===== config.mk =====
export PLATFORM = sky130hd
export DESIGN_NAME = key_value_table
export DESIGN_NICKNAME = d
export VERILOG_FILES = /design/src/design/kvt_pkg.sv /design/src/design/key_value_table.sv /design/src/design/kvt_ctrl.sv /design/src/design/kvt_datapath.sv
export SDC_FILE = /design/constraint.sdc
export NUM_CORES = 1
export LEC_CHECK = 0
export BUFFER_PORTS_ARGS = -buffer_cell sky130_fd_sc_hd__buf_2
export CAP_MARGIN = 40
export CORE_MARGIN = 5
export CORE_UTILIZATION = 35
export DETAILED_ROUTE_END_ITERATION = 6
export GPL_TIMING_DRIVEN = 0
export PLACE_DENSITY = 0.47
export SYNTH_ARGS = -nofsm -noshare
export SYNTH_HDL_FRONTEND = slang
export SYNTH_SLANG_ARGS = --single-unit

===== constraint.sdc =====
create_clock -name clk -period 4.64 [get_ports clk]
set_clock_uncertainty 0.2 [all_clocks]
set_input_delay 0.928 -clock clk [delete_from_list [all_inputs] [get_ports clk]]
set_output_delay 0.928 -clock clk [all_outputs]
set_load 0.05 [all_outputs]

===== src/design/kvt_pkg.sv =====
`timescale 1ns / 1ps

package kvt_pkg;

  localparam int ENTRIES     = 16;
  localparam int KEY_WIDTH   = 32;
  localparam int VALUE_WIDTH = 32;

  localparam int IDX_W = (ENTRIES > 1) ? $clog2(ENTRIES) : 1;
  localparam int CNT_W = $clog2(ENTRIES + 1);

  typedef logic [KEY_WIDTH-1:0]   key_t;
  typedef logic [VALUE_WIDTH-1:0] value_t;
  typedef logic [IDX_W-1:0]       idx_t;
  typedef logic [CNT_W-1:0]       cnt_t;

  typedef enum logic [1:0] {
    OP_FIND   = 2'd0,
    OP_GET    = 2'd1,
    OP_SET    = 2'd2,
    OP_REMOVE = 2'd3
  } opcode_t;

  typedef enum logic [1:0] {
    ST_OK        = 2'd0,
    ST_NOT_FOUND = 2'd1,
    ST_FULL      = 2'd2
  } status_t;

  // Commands from the controller to the datapath.
  typedef struct packed {
    logic start;
    logic scan;
    logic apply;
  } kvt_cmd_t;

  // Status from the datapath to the controller.
  typedef struct packed {
    logic scan_last;
    logic out_free;
  } kvt_stat_t;

endpackage


===== src/design/key_value_table.sv =====
`timescale 1ns / 1ps
// A request is handled in steps: the scan reads every entry in turn through the
// single key comparator, a settle state finishes the last compare, and an apply
// state writes back and loads the result register once the output is free.
// A new request is taken only after the previous one has been applied.
// Reset (rst, synchronous): all entries invalid, entry count zero, no result.
module key_value_table import kvt_pkg::*; (
  input  logic        clk,
  input  logic        rst,
  input  logic        in_valid,
  output logic        in_stall,
  input  logic [1:0]  opcode,
  input  logic [31:0] lookup_key,
  input  logic [31:0] new_value,
  output logic        out_valid,
  input  logic        out_stall,
  output logic        hit,
  output logic [31:0] read_value,
  output logic [1:0]  status,
  output logic [4:0]  entry_count
);

  kvt_cmd_t  cmd;
  kvt_stat_t stat;

  kvt_ctrl u_ctrl (
    .clk      (clk),
    .rst      (rst),
    .in_valid (in_valid),
    .stat     (stat),
    .cmd      (cmd),
    .in_stall (in_stall)
  );

  kvt_datapath u_datapath (
    .clk         (clk),
    .rst         (rst),
    .cmd         (cmd),
    .stat        (stat),
    .opcode      (opcode),
    .lookup_key  (lookup_key),
    .new_value   (new_value),
    .out_valid   (out_valid),
    .out_stall   (out_stall),
    .hit         (hit),
    .read_value  (read_value),
    .status      (status),
    .entry_count (entry_count)
  );

endmodule


===== src/design/kvt_ctrl.sv =====
`timescale 1ns / 1ps

module kvt_ctrl import kvt_pkg::*; (
  input  logic      clk,
  input  logic      rst,
  input  logic      in_valid,
  input  kvt_stat_t stat,
  output kvt_cmd_t  cmd,
  output logic      in_stall
);

  typedef enum logic [1:0] {
    S_IDLE,
    S_SCAN,
    S_SETTLE,
    S_APPLY
  } state_t;

  state_t state;

  always_ff @(posedge clk) begin
    if (rst) begin
      state <= S_IDLE;
    end else begin
      unique case (state)
        S_IDLE: begin
          if (in_valid) begin
            state <= S_SCAN;
          end
        end
        S_SCAN: begin
          if (stat.scan_last) begin
            state <= S_SETTLE;
          end
        end
        S_SETTLE: begin
          state <= S_APPLY;
        end
        S_APPLY: begin
          if (stat.out_free) begin
            state <= S_IDLE;
          end
        end
        default: begin
          state <= S_IDLE;
        end
      endcase
    end
  end

  always_comb begin
    cmd.start = (state == S_IDLE) && in_valid;
    cmd.scan  = (state == S_SCAN);
    // The result register must be empty or emptying before a new result lands.
    cmd.apply = (state == S_APPLY) && stat.out_free;
  end

  assign in_stall = (state != S_IDLE);

endmodule


===== src/design/kvt_datapath.sv =====
`timescale 1ns / 1ps

module kvt_datapath import kvt_pkg::*; (
  input  logic        clk,
  input  logic        rst,
  input  kvt_cmd_t    cmd,
  output kvt_stat_t   stat,
  input  logic [1:0]  opcode,
  input  logic [31:0] lookup_key,
  input  logic [31:0] new_value,
  output logic        out_valid,
  input  logic        out_stall,
  output logic        hit,
  output logic [31:0] read_value,
  output logic [1:0]  status,
  output logic [4:0]  entry_count
);

  key_t   key_mem [ENTRIES];
  value_t val_mem [ENTRIES];
  logic [ENTRIES-1:0] valid_bits;
  cnt_t   count;

  opcode_t op;
  key_t    key;
  value_t  value;

  idx_t    idx;
  logic    rd_vld;
  logic    rd_entry_valid;
  key_t    rd_key;
  value_t  rd_value;
  idx_t    rd_idx;

  logic    match_found;
  idx_t    match_slot;
  value_t  match_value;
  logic    free_found;
  idx_t    free_slot;

  logic    wr_en;
  logic    wr_key_en;
  idx_t    wr_addr;
  logic    set_valid;
  logic    clr_valid;
  cnt_t    count_next;
  value_t  rv_next;
  status_t st_next;

  assign stat.scan_last = (idx == idx_t'(ENTRIES - 1));
  assign stat.out_free  = !out_valid || !out_stall;

  // Decision taken once the scan has settled.
  always_comb begin
    wr_en      = 1'b0;
    wr_key_en  = 1'b0;
    wr_addr    = match_slot;
    set_valid  = 1'b0;
    clr_valid  = 1'b0;
    count_next = count;
    rv_next    = '0;
    st_next    = ST_OK;
    unique case (op)
      OP_FIND: begin
        st_next = ST_OK;
      end
      OP_GET: begin
        if (match_found) begin
          rv_next = match_value;
        end else begin
          st_next = ST_NOT_FOUND;
        end
      end
      OP_SET: begin
        if (match_found) begin
          wr_en = 1'b1;
        end else if (free_found) begin
          wr_en      = 1'b1;
          wr_key_en  = 1'b1;
          wr_addr    = free_slot;
          set_valid  = 1'b1;
          count_next = count + cnt_t'(1);
        end else begin
          st_next = ST_FULL;
        end
      end
      OP_REMOVE: begin
        if (match_found) begin
          rv_next    = match_value;
          clr_valid  = 1'b1;
          count_next = count - cnt_t'(1);
        end else begin
          st_next = ST_NOT_FOUND;
        end
      end
      default: begin
        st_next = ST_OK;
      end
    endcase
  end

  // Entry storage, one read and one write per cycle.
  always_ff @(posedge clk) begin
    rd_key         <= key_mem[idx];
    rd_value       <= val_mem[idx];
    rd_entry_valid <= valid_bits[idx];
    rd_idx         <= idx;
    if (cmd.apply && wr_en) begin
      val_mem[wr_addr] <= value;
      if (wr_key_en) begin
        key_mem[wr_addr] <= key;
      end
    end
  end

  // Request capture and the compare stage of the scan.
  always_ff @(posedge clk) begin
    if (cmd.start) begin
      op    <= opcode_t'(opcode);
      key   <= lookup_key[KEY_WIDTH-1:0];
      value <= new_value[VALUE_WIDTH-1:0];
    end
    if (rd_vld) begin
      if (rd_entry_valid && (rd_key == key) && !match_found) begin
        match_slot  <= rd_idx;
        match_value <= rd_value;
      end
      if (!rd_entry_valid && !free_found) begin
        free_slot <= rd_idx;
      end
    end
  end

  always_ff @(posedge clk) begin
    if (rst) begin
      idx         <= '0;
      rd_vld      <= 1'b0;
      match_found <= 1'b0;
      free_found  <= 1'b0;
      valid_bits  <= '0;
      count       <= '0;
      out_valid   <= 1'b0;
    end else begin
      rd_vld <= cmd.scan;
      if (cmd.start) begin
        idx         <= '0;
        match_found <= 1'b0;
        free_found  <= 1'b0;
      end else begin
        if (cmd.scan) begin
          idx <= idx + idx_t'(1);
        end
        if (rd_vld && rd_entry_valid && (rd_key == key)) begin
          match_found <= 1'b1;
        end
        if (rd_vld && !rd_entry_valid) begin
          free_found <= 1'b1;
        end
      end
      if (cmd.apply) begin
        if (set_valid) begin
          valid_bits[wr_addr] <= 1'b1;
        end
        if (clr_valid) begin
          valid_bits[match_slot] <= 1'b0;
        end
        count <= count_next;
      end
      if (cmd.apply) begin
        out_valid <= 1'b1;
      end else if (!out_stall) begin
        out_valid <= 1'b0;
      end
    end
  end

  // Result register; it is only reloaded when the previous transfer completes.
  always_ff @(posedge clk) begin
    if (cmd.apply) begin
      hit        <= match_found;
      read_value <= 32'(rv_next);
      status     <= st_next;
    end
  end

  assign entry_count = 5'(count);

endmodule


==> impl_metrics.ini <==
[power]
power.density_mw_per_mm2 = 510
vdd_ir_drop_max_uv = 349
leakage_power_of_the_design_uw = 0.0175
clkPwrFrac = 0.387
netSwitchingPower_uw = 6950
pwr-share-comb = 0.118
total_power_uw = 28500
netSwitchingFraction = 0.243
cellInternalPower_uw = 21600
power.sequential.fraction = 0.495

[floorplanning]
dieWidth_um = 374
initial_core_util = 0.353
die-height_um = 374
row_count = 133
die-area_sq_mm = 0.140
core_sq_mm = 0.132
num_io_pins = 112

[route]
vias_per_cell = 5.12
route.vias.total = 21300
postRouteAntennaNets = 0
first_iter_violations = 1768
dr_drc_count = 0
routed_wire_per_std_cell_um = 28.2
drt_first_pass_iters = 5
finalWirelength_um = 117000

[cells_and_area]
layout-area-overhead-vs-synth_pct = 20.6
share_of_post_route_cells_with_drive_strength_above_1 = 0.338
layout.nets = 2366
final_cell_count_no_fill = 4158
fillers = 11300

[yosys]
dominant_register_cell_in_the_synthesized_netlist = edfxtp_1
synthesis.area_sq_mm = 0.0464
synth.top_cells.by_area = edfxtp_1 (75%), mux4_2 (16%), dfxtp_1 (4.3%), xnor2_1 (0.60%), buf_6 (0.48%)
postSynthCellCount = 1941
synth_fa_ha_area_frac = 0.00286
synth_edf_count = 1165
synthSimpleGateAreaFrac = 0.0155
synth-compound-area-share = 0.00752
synthDistinctLibCells = 40
synth_area_per_cell_sq_um = 23.9
synth-seq-cells = 1265
yosys-mux-area-fraction = 0.159
largest_family_of_logic_cells_by_synthesized_area = multiplexers
synth-xor-area-share = 0.00698
postSynth.asyncResetShare = 0
synth_top_area_frac = 0.753
postSynthNetCount = 2021
netlist.top_cell.by_area = edfxtp_1
synth.yosys.warnings = 0
yosysSeqAreaShare = 0.796

[cts]
cts_hold_buffers = 0
cts_inserted_buffers = 138
ctsRootBufferMaster = clkbuf_16
clock_path_buffers = 3
clock_sinks = 1265
insertion_delay_ns = 0.76
cts_setup_buffers = 0
worst_setup_hold_path_clk_slew_ns = 0.06
htree_levels = 4
tritoncts = built
postCtsResizedCells = 0

[worst_setup_path]
worst-path-buf-inv = 1
critical_path_depth = 6
cp.required_ns = 4.88
worst_r2r_path_cells = 6
arrival_ns = 4.06
path_delay_family = simple AND/OR/NAND/NOR gates
path_max_fanout = 19
element_type_at_the_critical_path_end = flop
cp_slowest_cell = nor2_4
startpoint_type = flop
worst_setup_path_startpoint = u_datapath.key[7]
timing.rr.end = u_datapath.match_value[5]
path_cells = xnor2_1 -> nand4_1 -> nor4_1 -> nand3_1 -> nor2_4 -> buf_12
critical-path-max-stage-delay_ns = 0.72
rrSetupSlack_ns = 0.82
worstSetupPathType = reg2reg
regToRegStartpoint = u_datapath.key[7]

[global_routing]
first_global_vias = 23000
initial_antenna_violation_count = 4
global_route.peak_usage_layer = met2
overflow = 0
groute.layer.met3.usage = 0.0276
grt_pass1_wl_um = 168000
grt_start_max_net_pins = 32
global_route.usage.met2 = 0.280
met1_usage = 0.228
track_usage = 0.167

[timing]
relSlewSlack = 0.339
fin_crit_ns = 3.82
unrepaired_setup_endpoints_after_global_routing = false
report.final.slew_viol_count = 0
holdWs_ns = 0.143
worstMarginPinSlew_ns = 0.991
timing_hold_violations_final = 0
fmax_mhz = 262
setup_viol_count_final = 0
post-route-period-util = 0.823
final.setup.tns_ns = 0

[run]
maxCapViolations = 0

[place]
placed_cells = 3900
place.port_buffers = 110
gp_congestion = 0.748
dp.final_hpwl_um = 77300

[hold_path]
holdPathStages = 1
worstHoldEndpoint = u_datapath.value[8]
timing.hold.worst.start = new_value[8]
type_of_the_tightest_min_delay_check = in2reg

[outcome]
status = finished, final reports clean
[cell usage in the layout, fill, tap and decap left out, types with 17 or more instances in the layout]
master     count
edfxtp_1    1165
mux4_2       325
clkbuf_16    140
buf_2        128
dfxtp_1      100
clkbuf_1      70
buf_6         44
buf_16        39
and3_1        35
nor2_4        33
xnor2_1       32
a21oi_1       25
clkinv_2      23
buf_12        22
nor2_1        21
clkbuf_8      18
clkinv_1      17
[cell usage after synthesis (2+ instances only)]
| library cell | number |
|---|---|
| or3_1 | 2 |
| buf_2 | 18 |
| a21oi_1 | 25 |
| nand4_1 | 9 |
| nor4_1 | 2 |
| nand2b_1 | 2 |
| edfxtp_1 | 1165 |
| mux2i_1 | 5 |
| o31ai_1 | 2 |
| and3_1 | 35 |
| nor2b_1 | 3 |
| buf_1 | 12 |
| ha_1 | 9 |
| nand2_1 | 9 |
| nand3_1 | 10 |
| o21a_1 | 15 |
| o21ai_0 | 5 |
| inv_1 | 13 |
| mux4_2 | 325 |
| dfxtp_1 | 100 |
| xnor2_1 | 32 |
| nor3b_1 | 4 |
| clkbuf_1 | 39 |
| xor2_1 | 5 |
| buf_6 | 20 |
| nor3_1 | 4 |
| nor2_1 | 54 |
| a211oi_1 | 5 |
[per-layer routing]
layer	vias up	share of wire
met1	11600	0.44
met5	-	0.00010
met2	544	0.50
met4	2	0.022
met3	176	0.039
li1	8933	-
[per-stage QoR]
stage                     utilization  setup WS, ns  instance area, sq um
after global placement          0.374         -2.69                 49200
after detailed placement        0.390         0.421                 51400
after global routing            0.425         0.617                 56000
after floorplan                     -         0.374                 46400
after CTS                       0.425         0.690                 56000
final                           0.425         0.819                 56000
[state kept, by name, summed over array words and instances, names as in the netlist, 4 cells and up]
name,flops
u_datapath.rd_idx,4
u_datapath.key,32
u_datapath.value,32
u_datapath.valid_bits,16
u_datapath.rd_key,32
u_datapath.read_value,32
u_datapath.free_slot,4
u_datapath.val_mem,512
u_datapath.match_value,32
u_datapath.key_mem,512
u_datapath.idx,4
u_datapath.match_slot,4
u_datapath.rd_value,32
u_datapath.entry_count,5
[power by group through the flow]
stage | clock, uW | combinational (uW) | sequential [uW]
global route | 11800 | 3600 | 14200
global placement | 0 | 3370 | 14300
finish | 11100 | 3370 | 14100
detailed placement | 0 | 3470 | 14400
floorplan | 0 | 2260 | 14200
CTS | 11400 | 3480 | 14100
[worst reg2reg max path: stages (launching register included)]
cell      delay (ns)
edfxtp_1        0.60
xnor2_1         0.61
nand4_1         0.17
nor4_1          0.51
nand3_1         0.39
nor2_4          0.72
buf_12          0.28
[worst max-delay path by stage]
stage | endpoint
floorplan | u_datapath.val_mem[3][0]
global placement | u_datapath.val_mem[11][5]
detailed placement | u_datapath.val_mem[7][6]
CTS | u_datapath.match_value[6]
global route | u_datapath.match_value[6]
finish | u_datapath.match_value[5]
[final cells by class]
type	count	area, sq um	share of cell area
flip-flops and latches	1265	37000	0.661
multi-input cells	573	9140	0.163
clock buffers	189	3870	0.0691
repair buffers	205	2480	0.0444
well taps	1755	2200	0.0392
clock inverters	67	754	0.0135
plain buffers	89	507	0.00905
inverters	14	52.6	0.000939
diodes	1	2.50	0.0000447
[cell families (layout without fill, tap and decap cells)]
family | count (synthesis) | count (layout)
flip-flops | 1265 | 1265
multiplexers | 330 | 330
AND/OR/NAND/NOR | 140 | 140
buffers and inverters | 103 | 564
AO/OA/AOI/OAI | 56 | 56
XOR/XNOR | 37 | 37
adder cells (fa/ha/maj) | 10 | 10
other | 0 | 1
Power figures use the tool's default switching activity.
